### config.mk
export PLATFORM = sky130hd
export DESIGN_NAME = positional_list_store_core
export DESIGN_NICKNAME = d
export VERILOG_FILES = /design/src/rtl/core/plsc_pkg.sv /design/src/rtl/core/positional_list_store_core.sv /design/src/rtl/core/plsc_ctrl.sv /design/src/rtl/core/plsc_dp.sv
export SDC_FILE = /design/constraint.sdc
export NUM_CORES = 2
export LEC_CHECK = 0
export BUFFER_PORTS_ARGS = -buffer_cell sky130_fd_sc_hd__buf_4
export CORE_UTILIZATION = 35
export DETAILED_ROUTE_END_ITERATION = 8
export SLEW_MARGIN = 25
export SYNTH_ARGS = -nofsm -noshare
export SYNTH_HDL_FRONTEND = slang
export SYNTH_SLANG_ARGS = --single-unit
### constraint.sdc
create_clock -name clk -period 22.3 [get_ports clk]
set_clock_uncertainty 0.05 [all_clocks]
set_input_delay 2.23 -clock clk [delete_from_list [all_inputs] [get_ports clk]]
set_output_delay 2.23 -clock clk [all_outputs]
set_load 0.01 [all_outputs]
### src/rtl/core/plsc_pkg.sv
// ----------------------------------------------------------------------------
// plsc_pkg
// Sizes, codes, control structs and helpers for the positional list store.
// ----------------------------------------------------------------------------
package plsc_pkg;

  localparam int CAPACITY   = 32;
  localparam int DATA_WIDTH = 32;

  localparam int OP_W    = 3;
  localparam int FIELD_W = 32;
  localparam int POS_W   = 16;
  localparam int ST_W    = 2;
  localparam int EIDX_W  = 5;
  localparam int LEN_W   = 6;

  localparam int CNT_W    = $clog2(CAPACITY + 1);
  localparam int IDX_W    = $clog2(CAPACITY);
  localparam int DUMP_MAX = (CAPACITY < 32) ? CAPACITY : 32;

  typedef enum logic [OP_W-1:0] {
    OP_INS_FIRST,
    OP_INS_LAST,
    OP_INS_AT,
    OP_DEL_FIRST,
    OP_DEL_LAST,
    OP_DEL_AT,
    OP_DUMP,
    OP_CLEAR
  } op_t;

  typedef enum logic [ST_W-1:0] {
    ST_OK,
    ST_EMPTY,
    ST_FULL,
    ST_RANGE
  } status_t;

  typedef struct packed {
    logic exec;       // request accepted, execute it now
    logic dump_step;  // load the next dump result
  } plsc_cmd_t;

  typedef struct packed {
    logic dump_more;  // accepted dump has more than one result
    logic dump_last;  // pending dump result is the final one
  } plsc_sts_t;

  // input value to stored width (sign-extend or truncate)
  function automatic logic [DATA_WIDTH-1:0] to_store(input logic [FIELD_W-1:0] v);
    logic [DATA_WIDTH+FIELD_W-1:0] ext;
    ext = {{DATA_WIDTH{v[FIELD_W-1]}}, v};
    return ext[DATA_WIDTH-1:0];
  endfunction

  // stored value back to field width
  function automatic logic [FIELD_W-1:0] to_field(input logic [DATA_WIDTH-1:0] v);
    logic [DATA_WIDTH+FIELD_W-1:0] ext;
    ext = {{FIELD_W{v[DATA_WIDTH-1]}}, v};
    return ext[FIELD_W-1:0];
  endfunction

  function automatic logic [EIDX_W-1:0] to_eidx(input logic [CNT_W-1:0] v);
    logic [CNT_W+EIDX_W-1:0] ext;
    ext = {{EIDX_W{1'b0}}, v};
    return ext[EIDX_W-1:0];
  endfunction

  function automatic logic [LEN_W-1:0] to_len(input logic [CNT_W-1:0] v);
    logic [CNT_W+LEN_W-1:0] ext;
    ext = {{LEN_W{1'b0}}, v};
    return ext[LEN_W-1:0];
  endfunction

endpackage

### src/rtl/core/positional_list_store_core.sv
// ----------------------------------------------------------------------------
// positional_list_store_core
// Bounded ordered list of signed values with positional insert and delete.
// ----------------------------------------------------------------------------
// Use of the block:
//   Input channel (in_valid / in_stall) carries one request: opcode, value
//   and a one-based position. Result channel (out_valid / out_stall) carries
//   status, data, element index, length after the operation and a last flag.
//   Every request gives one result, except a dump of a non-empty list, which
//   gives one result per entry (up to 32) in list order, last flag on the
//   final one.
//   The result is registered and appears in the cycle after the request is
//   accepted. Insert, delete and clear finish when accepted, so a request
//   can be accepted every cycle while results drain. A dump holds the input
//   until its last result is loaded, reading one entry per cycle while the
//   result side does not stall, through the single entry read port of the
//   shifting store. Inserts and deletes move every entry above the addressed
//   slot together; the list never has gaps.
//   A stall on the result side holds the result register; the next request
//   is taken only once the held result is taken in the same cycle.
//   Reset (rst_n low, synchronous) empties the list and drops any pending
//   result; stored entries are not cleared and never read before written.
// ----------------------------------------------------------------------------
module positional_list_store_core import plsc_pkg::*; (
  input  logic                      clk,
  input  logic                      rst_n,
  // request channel
  input  logic                      in_valid,
  output logic                      in_stall,
  input  logic [OP_W-1:0]           in_opcode,
  input  logic signed [FIELD_W-1:0] in_value,
  input  logic signed [POS_W-1:0]   in_position,
  // result channel
  output logic                      out_valid,
  input  logic                      out_stall,
  output logic [ST_W-1:0]           out_status,
  output logic signed [FIELD_W-1:0] out_data_out,
  output logic [EIDX_W-1:0]         out_element_index,
  output logic [LEN_W-1:0]          out_length,
  output logic                      out_last
);

  plsc_cmd_t cmd;  // controller to datapath
  plsc_sts_t sts;  // datapath to controller

  // handshakes and dump sequencing
  plsc_ctrl u_ctrl (
    .clk       (clk),
    .rst_n     (rst_n),
    .in_valid  (in_valid),
    .in_stall  (in_stall),
    .out_valid (out_valid),
    .out_stall (out_stall),
    .cmd       (cmd),
    .sts       (sts)
  );

  // entry store, count and result register
  plsc_dp u_dp (
    .clk               (clk),
    .rst_n             (rst_n),
    .in_opcode         (in_opcode),
    .in_value          (in_value),
    .in_position       (in_position),
    .cmd               (cmd),
    .sts               (sts),
    .out_status        (out_status),
    .out_data_out      (out_data_out),
    .out_element_index (out_element_index),
    .out_length        (out_length),
    .out_last          (out_last)
  );

endmodule

### src/rtl/core/plsc_ctrl.sv
// ----------------------------------------------------------------------------
// plsc_ctrl
// Handshake controller: accepts requests, sequences dump results.
// ----------------------------------------------------------------------------
module plsc_ctrl import plsc_pkg::*; (
  input  logic      clk,
  input  logic      rst_n,
  input  logic      in_valid,
  output logic      in_stall,
  output logic      out_valid,
  input  logic      out_stall,
  output plsc_cmd_t cmd,
  input  plsc_sts_t sts
);

  typedef enum logic {
    S_IDLE,
    S_DUMP
  } state_t;

  state_t state_r, state_nxt;
  logic   out_valid_r, out_valid_nxt;
  logic   out_free;

  // output register can take a new result this cycle
  assign out_free = !out_valid_r || !out_stall;

  always_comb begin
    cmd           = '0;
    state_nxt     = state_r;
    out_valid_nxt = out_valid_r && out_stall;
    in_stall      = 1'b1;
    unique case (state_r)
      S_IDLE: begin
        in_stall = !out_free;
        if (out_free && in_valid) begin
          cmd.exec      = 1'b1;
          out_valid_nxt = 1'b1;
          if (sts.dump_more) begin
            state_nxt = S_DUMP;
          end
        end
      end
      S_DUMP: begin
        if (out_free) begin
          cmd.dump_step = 1'b1;
          out_valid_nxt = 1'b1;
          if (sts.dump_last) begin
            state_nxt = S_IDLE;
          end
        end
      end
    endcase
  end

  always_ff @(posedge clk) begin
    if (!rst_n) begin
      state_r     <= S_IDLE;
      out_valid_r <= 1'b0;
    end else begin
      state_r     <= state_nxt;
      out_valid_r <= out_valid_nxt;
    end
  end

  assign out_valid = out_valid_r;

endmodule

### src/rtl/core/plsc_dp.sv
// ----------------------------------------------------------------------------
// plsc_dp
// Datapath: shifting entry store, count, dump index and result register.
// ----------------------------------------------------------------------------
module plsc_dp import plsc_pkg::*; (
  input  logic                      clk,
  input  logic                      rst_n,
  input  logic [OP_W-1:0]           in_opcode,
  input  logic signed [FIELD_W-1:0] in_value,
  input  logic signed [POS_W-1:0]   in_position,
  input  plsc_cmd_t                 cmd,
  output plsc_sts_t                 sts,
  output logic [ST_W-1:0]           out_status,
  output logic signed [FIELD_W-1:0] out_data_out,
  output logic [EIDX_W-1:0]         out_element_index,
  output logic [LEN_W-1:0]          out_length,
  output logic                      out_last
);

  logic [DATA_WIDTH-1:0] ent_r    [CAPACITY];
  logic [DATA_WIDTH-1:0] ent_nxt  [CAPACITY];
  logic [DATA_WIDTH-1:0] ent_up   [CAPACITY];  // entry i-1 (new value at 0)
  logic [DATA_WIDTH-1:0] ent_down [CAPACITY];  // entry i+1

  logic [CNT_W-1:0]  count_r, count_nxt;
  logic [IDX_W-1:0]  dump_idx_r;
  logic [ST_W-1:0]   status_r;
  logic [FIELD_W-1:0] data_r;
  logic [EIDX_W-1:0] eidx_r;
  logic [LEN_W-1:0]  len_r;
  logic              last_r;

  op_t                   op;
  logic [DATA_WIDTH-1:0] wr_val;
  logic [POS_W-1:0]      pidx;
  logic [POS_W-1:0]      cnt_ext;
  logic [CNT_W-1:0]      ins_idx;
  logic [POS_W-1:0]      del_idx;
  logic [CNT_W-1:0]      dump_n;
  logic [IDX_W-1:0]      rd_addr;
  logic [FIELD_W-1:0]    rd_data;
  logic                  do_ins, do_del;

  logic [ST_W-1:0]    res_status;
  logic [FIELD_W-1:0] res_data;
  logic [EIDX_W-1:0]  res_eidx;

  assign op      = op_t'(in_opcode);
  assign wr_val  = to_store(in_value);
  assign cnt_ext = POS_W'(count_r);
  assign pidx    = (in_position <= $signed(POS_W'(1))) ? '0 : in_position - POS_W'(1);
  assign dump_n  = (count_r > CNT_W'(DUMP_MAX)) ? CNT_W'(DUMP_MAX) : count_r;

  for (genvar g = 0; g < CAPACITY; g++) begin : g_ent
    if (g == 0) begin : g_first
      assign ent_up[g] = wr_val;
    end else begin : g_rest
      assign ent_up[g] = ent_r[g-1];
    end
    if (g == CAPACITY - 1) begin : g_top
      assign ent_down[g] = ent_r[g];
    end else begin : g_below
      assign ent_down[g] = ent_r[g+1];
    end
  end

  // slot addressed by each operation
  always_comb begin
    ins_idx = '0;
    del_idx = '0;
    unique case (op)
      OP_INS_FIRST: ins_idx = '0;
      OP_INS_LAST:  ins_idx = count_r;
      OP_INS_AT:    ins_idx = (pidx > cnt_ext) ? count_r : CNT_W'(pidx);
      OP_DEL_FIRST: del_idx = '0;
      OP_DEL_LAST:  del_idx = cnt_ext - POS_W'(1);
      OP_DEL_AT:    del_idx = pidx;
      OP_DUMP:      del_idx = '0;
      OP_CLEAR:     del_idx = '0;
    endcase
  end

  assign rd_addr = cmd.exec ? del_idx[IDX_W-1:0] : dump_idx_r;
  assign rd_data = to_field(ent_r[rd_addr]);

  // result and count for an accepted request
  always_comb begin
    do_ins     = 1'b0;
    do_del     = 1'b0;
    count_nxt  = count_r;
    res_status = ST_OK;
    res_data   = '0;
    res_eidx   = '0;
    unique case (op)
      OP_INS_FIRST, OP_INS_LAST, OP_INS_AT: begin
        if (count_r == CNT_W'(CAPACITY)) begin
          res_status = ST_FULL;
        end else begin
          do_ins    = 1'b1;
          count_nxt = count_r + CNT_W'(1);
          res_eidx  = to_eidx(ins_idx);
        end
      end
      OP_DEL_FIRST, OP_DEL_LAST, OP_DEL_AT: begin
        if (count_r == '0) begin
          res_status = ST_EMPTY;
        end else if (del_idx >= cnt_ext) begin
          res_status = ST_RANGE;
        end else begin
          do_del    = 1'b1;
          count_nxt = count_r - CNT_W'(1);
          res_data  = rd_data;
          res_eidx  = to_eidx(CNT_W'(del_idx));
        end
      end
      OP_DUMP: begin
        if (count_r == '0) begin
          res_status = ST_EMPTY;
        end else begin
          res_data = rd_data;
        end
      end
      OP_CLEAR: begin
        count_nxt = '0;
      end
    endcase
  end

  always_comb begin
    for (int i = 0; i < CAPACITY; i++) begin
      ent_nxt[i] = ent_r[i];
      if (do_ins) begin
        if (CNT_W'(i) == ins_idx) begin
          ent_nxt[i] = wr_val;
        end else if (CNT_W'(i) > ins_idx) begin
          ent_nxt[i] = ent_up[i];
        end
      end else if (do_del) begin
        if (POS_W'(i) >= del_idx) begin
          ent_nxt[i] = ent_down[i];
        end
      end
    end
  end

  assign sts.dump_more = (op == OP_DUMP) && (dump_n > CNT_W'(1));
  assign sts.dump_last = ((IDX_W+1)'(dump_idx_r) + (IDX_W+1)'(1)) == (IDX_W+1)'(dump_n);

  always_ff @(posedge clk) begin
    if (cmd.exec) begin
      ent_r <= ent_nxt;
    end
  end

  always_ff @(posedge clk) begin
    if (!rst_n) begin
      count_r    <= '0;
      dump_idx_r <= '0;
    end else if (cmd.exec) begin
      count_r    <= count_nxt;
      dump_idx_r <= IDX_W'(1);
    end else if (cmd.dump_step) begin
      dump_idx_r <= dump_idx_r + IDX_W'(1);
    end
  end

  always_ff @(posedge clk) begin
    if (cmd.exec) begin
      status_r <= res_status;
      data_r   <= res_data;
      eidx_r   <= res_eidx;
      len_r    <= to_len(count_nxt);
      last_r   <= !sts.dump_more;
    end else if (cmd.dump_step) begin
      status_r <= ST_OK;
      data_r   <= rd_data;
      eidx_r   <= to_eidx(CNT_W'(dump_idx_r));
      len_r    <= to_len(count_r);
      last_r   <= sts.dump_last;
    end
  end

  assign out_status        = status_r;
  assign out_data_out      = data_r;
  assign out_element_index = eidx_r;
  assign out_length        = len_r;
  assign out_last          = last_r;

endmodule

* Word-level counts from Yosys, hierarchy flattened
Index checks and enable logic that the tools add are counted.
** Word-level totals
- Bits in registers :: 1083
- Bits of input ports :: 55
- Output and inout port bits :: 48
** Operators by class
- Add/subtract/negate cells :: 6
- Order comparisons :: 69
- Equal/unequal tests :: 71
- Mux-type cells :: 213
- Bitwise gates (word level) :: 3
- Reductions and logical operators :: 80
** Operators with widths (number)
- two-way mux 32 bit :: 164
- greater-or-equal comparator 5 x 16 -> 1 bit (first input constant) :: 15
- binary-select mux 32 bit (select 5 bit) :: 1
- greater-or-equal comparator 4 x 16 -> 1 bit (first input constant) :: 8
- AND reduction 4 bit :: 31
- equality test 5 x 6 -> 1 bit (first input constant) :: 16
- greater-than comparator 5 x 6 -> 1 bit (first input constant) :: 16
- inequality test 3 bit (second input constant) :: 31
- nonzero test 2 bit :: 34
- greater-or-equal comparator 3 x 16 -> 1 bit (first input constant) :: 4
- one-hot mux 32 bit (2 select lines) :: 1
- equality test 4 x 6 -> 1 bit (first input constant) :: 8
- greater-than comparator 4 x 6 -> 1 bit (first input constant) :: 8
- two-way mux 6 bit :: 7
- greater-or-equal comparator 1 x 16 -> 1 bit (first input constant) :: 2
- greater-or-equal comparator 2 x 16 -> 1 bit (first input constant) :: 2
- one-hot mux 16 bit (2 select lines) :: 1
- two-way mux 5 bit :: 6
- equality test 3 x 6 -> 1 bit (first input constant) :: 4
- greater-than comparator 3 x 6 -> 1 bit (first input constant) :: 4
- two-way mux 1 bit :: 21
- one-hot mux 6 bit (3 select lines) :: 1
- greater-or-equal comparator 16 x 6 -> 1 bit :: 1
- greater-than comparator 16 x 6 -> 1 bit :: 1
- 35 further kinds :: 55

* Longest topological paths before layout
- Word-level depth :: 14
- Depth in mapped cells :: 21
- Mapped depth without buffers :: 17

* By module
From an unflattened synthesis, not the netlist that was laid out.
** Unflattened totals
- Cells, all modules :: 7725
- Area total of the unflattened synthesis :: 66985.5 um^2
** Modules (own cells, without submodules)
- plsc_dp :: instances 1, cells an instance 7714, area each 66884.1 um^2, sequential area each 32351.0 um^2
- plsc_ctrl :: instances 1, cells an instance 11, area each 101.3 um^2, sequential area each 40.0 um^2

* Least setup slack after synthesis
Ideal clock, no wire load.
- Path kind :: input-to-reg
- Start point :: in in_position[0]
- End point :: reg u_dp.ent_r (netlist bit u_dp.ent_down[448]) (enable)
- Arrival :: 10591 ps
- Path slack :: 11065 ps
- Cell stages on the path :: 18
- Cells stage by stage :: inv_1 > ha_1 > buf_2 > o2111a_1 > a21oi_1 > clkbuf_1 > nand2_1 > ha_1 > nor2b_1 > o211ai_1 > a311o_1 > and4_1 > buf_2 > and3_1 > nor2_2 > a21oi_1 > and2_1 > a2111oi_0
** Between the ends
- Cells in the longest elaborated chain, start to end :: 9
** RTL lines
- from (decl) :: line positional_list_store_core.sv:32 : input logic signed [POS_W-1:0] in_position,
- subtractor 16 x 1 -> 16 bit / <= comparator 16 x 2 -> 1 bit (equally long branches) :: line plsc_dp.sv:51 : assign pidx = (in_position <= $signed(POS_W'(1))) ? '0 : in_position - POS_W'(1);
- two-way mux 16 bit * :: line plsc_dp.sv:51
- parallel branches: the longest is 6 deep, another holds greater-than comparator 16 x 6 -> 1 bit
- AND reduction 4 bit (no line) *
- to (signal assigned) :: line plsc_dp.sv:151 : ent_r <= ent_nxt;
- to (decl) :: line plsc_dp.sv:20 : logic [DATA_WIDTH-1:0] ent_r [CAPACITY];
Mark *: on every way between the ends.
A chain may end at the register's enable or synchronous reset.

* Worst setup path in the final report
- Start point :: in in_position[14]
- End point :: reg u_dp.data_r[8] (netlist: u_dp.out_data_out[8]) (data pin)
** Between the ends
- Cells in the longest elaborated chain, start to end :: 12
** RTL lines
- <= comparator 16 x 2 -> 1 bit :: line plsc_dp.sv:51
- two-way mux 16 bit * :: line plsc_dp.sv:51
- one-hot mux 16 bit (2 select lines) * :: line plsc_dp.sv:71 : unique case (op)
- two-way mux 5 bit :: line plsc_dp.sv:83 : assign rd_addr = cmd.exec ? del_idx[IDX_W-1:0] : dump_idx_r;
- inverter 5 -> 6 bit (implied by the code) :: line plsc_dp.sv:84 : assign rd_data = to_field(ent_r[rd_addr]);
- binary-select mux 32 bit (select 5 bit) :: line plsc_dp.sv:84
- two-way mux 32 bit (implied by the code) (2 in a row) :: line plsc_dp.sv:84
- two-way mux 32 bit :: line plsc_dp.sv:107 : end else if (del_idx >= cnt_ext) begin
- two-way mux 32 bit :: line plsc_dp.sv:105 : if (count_r == '0) begin
- one-hot mux 32 bit (2 select lines) :: line plsc_dp.sv:94 : unique case (op)
- two-way mux 32 bit * :: line plsc_dp.sv:168 : if (cmd.exec) begin
- to (signal assigned) :: line plsc_dp.sv:170 : data_r <= res_data;
- to (signal assigned) :: line plsc_dp.sv:176 : data_r <= rd_data;
- to (decl) :: line plsc_dp.sv:28 : logic [FIELD_W-1:0] data_r;
Every way passes the cells marked *; elsewhere a longest branch is shown, timed or not. The select of a mux whose other input is x is not followed.

==> results by group <==
Status
  • Outcome: finished, final reports clean

CTS
  • Clock transition at path regs: 0.06 ns
  • Setup Fix Bufs, Post-CTS: 0
  • # resized after CTS: 0
  • Clock buffer depth: 3
  • CTS Sinks: 1083
  • CTS tree: done
  • Total CTS buffers: 118
  • Hold buffer count at cts: 0
  • CTS H-tree depth: 3
  • Clk_lat worst skew: 0.77 ns
  • Clock root buffer master: clkbuf_16

Routing
  • # DRC: 0
  • DRT Pass-1 Iters: 6
  • Wire per inst: 29.8 um
  • DR vias/cell: 6.54
  • Routed vias: 56.6k
  • DRT iter0 DRCs: 8509
  • Number of routed nets with antenna violations: 0
  • Total Wirelength: 258000 um

Worst setup path
  • Critical Path AT: 9.38 ns
  • R2R setup slack: 14.65 ns
  • Critical path cell sequence: buf_4 -> nor4_2 -> o2111a_1 -> a2111oi_1 -> o21ai_4 -> buf_4 -> buf_4 -> buf_4 -> and2_4 -> buf_4 -> buf_4 -> mux2i_1 -> a221oi_1 -> o41ai_1 -> o21ai_0
  • CP max stage cell: buf_4
  • CP Class: in2reg
  • Worst Path Max Fanout: 59
  • Worst Path Required: 22.73 ns
  • Slowest cell delay on critical path: 0.82 ns
  • Buffers & Inverters on Critical Path: 6
  • Crit Reg-Reg Startpoint: u_dp.count_r[1]$_SDFFE_PN0P_
  • Reg2reg end: u_dp.out_data_out[8]$_DFFE_PP_
  • Crit path max-delay family: buffers and inverters
  • Most used cell, CP: buf_4
  • Worst R2R Path Depth: 14
  • Worst Setup End Kind: flop
  • Startpoint Class: input port

Timing
  • Fmax: 0.112 GHz
  • Worst slew pin tran: 1.21 ns
  • Final setup fails: 0
  • Final worst path period need: 8.94 ns
  • Headroom to the max-slew limit: 19.2%
  • Final Max Slew Viols: 0
  • Hold WS: 0.481 ns
  • Unrepaired setup endpoints after global routing: no
  • Fin. Hold Viols: 0
  • Fin Setup TNS: 0 ns
  • Final Cycle Share: 40.1%

Final layout
  • Nets: 6252
  • Fin util: 38.9%
  • Area grow syn2layout: 10.5%
  • Ratio of cells with drive above 1 in the final layout: 8.56%
  • Fill cells: 17.7k
  • Fin cells: 8661

Floorplanning
  • Chip height: 428 um
  • Row count: 156
  • Core Footprint: 0.181 mm^2
  • Die footprint: 0.184 mm^2
  • Initial Utilization: 35.2%
  • Die Width: 428 um
  • I/O Pins: 103

Yosys
  • Post-synthesis cell area: 0.0636 mm^2
  • Mapped Nets: 6578
  • Avg Inst Size Synth: 9.78 um^2
  • Most area-hungry cell type in the Yosys netlist: edfxtp_1
  • Ys Warns: 0
  • Flops & latches, synth: 1083
  • Register area share after synthesis: 50.9%
  • Post-synth top cells: nand2_1 (1270), edfxtp_1 (1070), o211ai_1 (585), nand3_1 (531), clkbuf_1 (530)
  • Synth cell types: 80
  • EDFF count, synth: 1070
  • Post-synth ARST share: 0%
  • Main synth FF type: edfxtp_1
  • Synth area leaders: edfxtp_1 (50%), nand2_1 (7.5%), mux2i_1 (7.1%)
  • Synth Instances: 6506
  • Top-count cell post-synth: nand2_1
  • Yosys top cell area share: 50.5%

Place
  • Post-DP HPWL: 142000 um
  • Final Wtd Congestion: 0.906
  • IO Port Bufs: 102
  • Placed Instances: 8428

Global routing
  • Largest net degree at the start of global routing: 242
  • Initial antenna violation count: 14
  • First-pass GRT wire length: 372000 um
  • Grt total ovfl: 0
  • Gr usage total: 26.9%
  • Vias in the first global route: 53.7k

Power and ir drop
  • Worst-case vdd ir drop: 0.0664 mV
  • PwrDens: 73.5 mW/mm^2
  • Leakage: 24.0 nW
  • Total power: 5.17 mW

Job
  • Max Cap Viol: 0

Worst hold path
  • Hold crit path type: reg2reg
  • HP Start: u_ctrl.state_r$_SDFF_PN0_
  • End of the worst hold path: u_ctrl.state_r$_SDFF_PN0_
  • Worst hold path depth: 2
cells in the final DEF (no fill, tap or decap), types with 35 or more instances in the layout:
cell type	n
clkbuf_16	120
edfxtp_1	1070
buf_4	231
a221oi_1	129
nor4_1	36
nand3_1	529
and3_1	131
a211oi_1	262
a21oi_1	392
nor2_1	179
mux2i_1	451
o211ai_1	585
nand2_1	1264
nor2b_1	35
o21ai_0	292
a221o_1	64
cell type report:
type	instances	area, um^2	share of cell area, %
Timing Repair Buffer	240	1900	2.71
Sequential cell	1083	32400	46.1
Clock inverter	74	719	1.02
Tap cell	2370	2970	4.22
Inverter	22	82.6	0.117
Antenna cell	9	22.5	0.0320
Multi-Input combinational cell	4715	29100	41.4
Clock buffer	148	3130	4.45
layer usage:
| metal | GRT usage (%) | vias up | routed length (um) |
|---|---|---|---|
| li1 | - | 24235 | - |
| met1 | 34.7 | 27816 | 99700 |
| met2 | 42.2 | 3814 | 116000 |
| met3 | 5.70 | 735 | 27600 |
| met4 | 14.4 | 8 | 14300 |
| met5 | 0 | - | 56 |
worst max-delay path by stage:
stage / to / slack (ns) / startpoint / cells past startpoint
final: u_dp.out_data_out[8]$_DFFE_PP_ / 13.36 / in_position[14] / 15
after global routing: u_dp.out_data_out[8]$_DFFE_PP_ / 13.18 / in_position[3] / 15
after CTS: u_dp.out_data_out[9]$_DFFE_PP_ / 13.65 / in_position[3] / 15
after detailed placement: u_dp.out_data_out[9]$_DFFE_PP_ / 12.85 / in_position[3] / 15
after global placement: u_dp.ent_down[844]$_DFFE_PP_ / 12.62 / in_position[0] / 18
after floorplan: u_dp.ent_down[448]$_DFFE_PP_ / 11.07 / in_position[0] / 18
worst min-delay path, stage by stage (launching register included):
cell     delay [ns]
dfxtp_1        0.33
o21ai_0        0.09
a21oi_1        0.07
report_power, final:
| part | switching (mW) | total, mW | internal, mW |
|---|---|---|---|
| Clock | 0.887 | 2.01 | 1.12 |
| Sequential | 0.0841 | 2.46 | 2.38 |
| Combinational | 0.496 | 0.699 | 0.203 |
| Total | 1.47 | 5.17 | 3.70 |
flip-flops by register name (all words and copies together), names as in the netlist:
register                flops
u_dp.out_element_index      5
u_dp.dump_idx_r             5
u_ctrl.out_valid            1
u_dp.ent_r                 32
u_dp.ent_down             992
u_dp.count_r                6
u_dp.out_length             6
u_ctrl.state_r              1
u_dp.out_last               1
u_dp.out_data_out          32
u_dp.out_status             2
metrics by stage:
step | setup WS [ns] | cell area, um^2
after floorplan | 11.07 | 63600
after global placement | 12.62 | 66400
after detailed placement | 12.85 | 66400
after CTS | 13.65 | 70200
after global routing | 13.18 | 70300
final | 13.36 | 70300
kinds of logic after synthesis:
group	Yosys count	share of synthesized area, %
compound gates	1912	20.5
xor+xnor	17	0.234
fa+ha+maj	17	0.334
buf+inv	708	4.49
flops	1083	50.9
mux	484	7.68
simple gates	2285	15.9
Note: power is estimated with default switching activity, not from simulation.
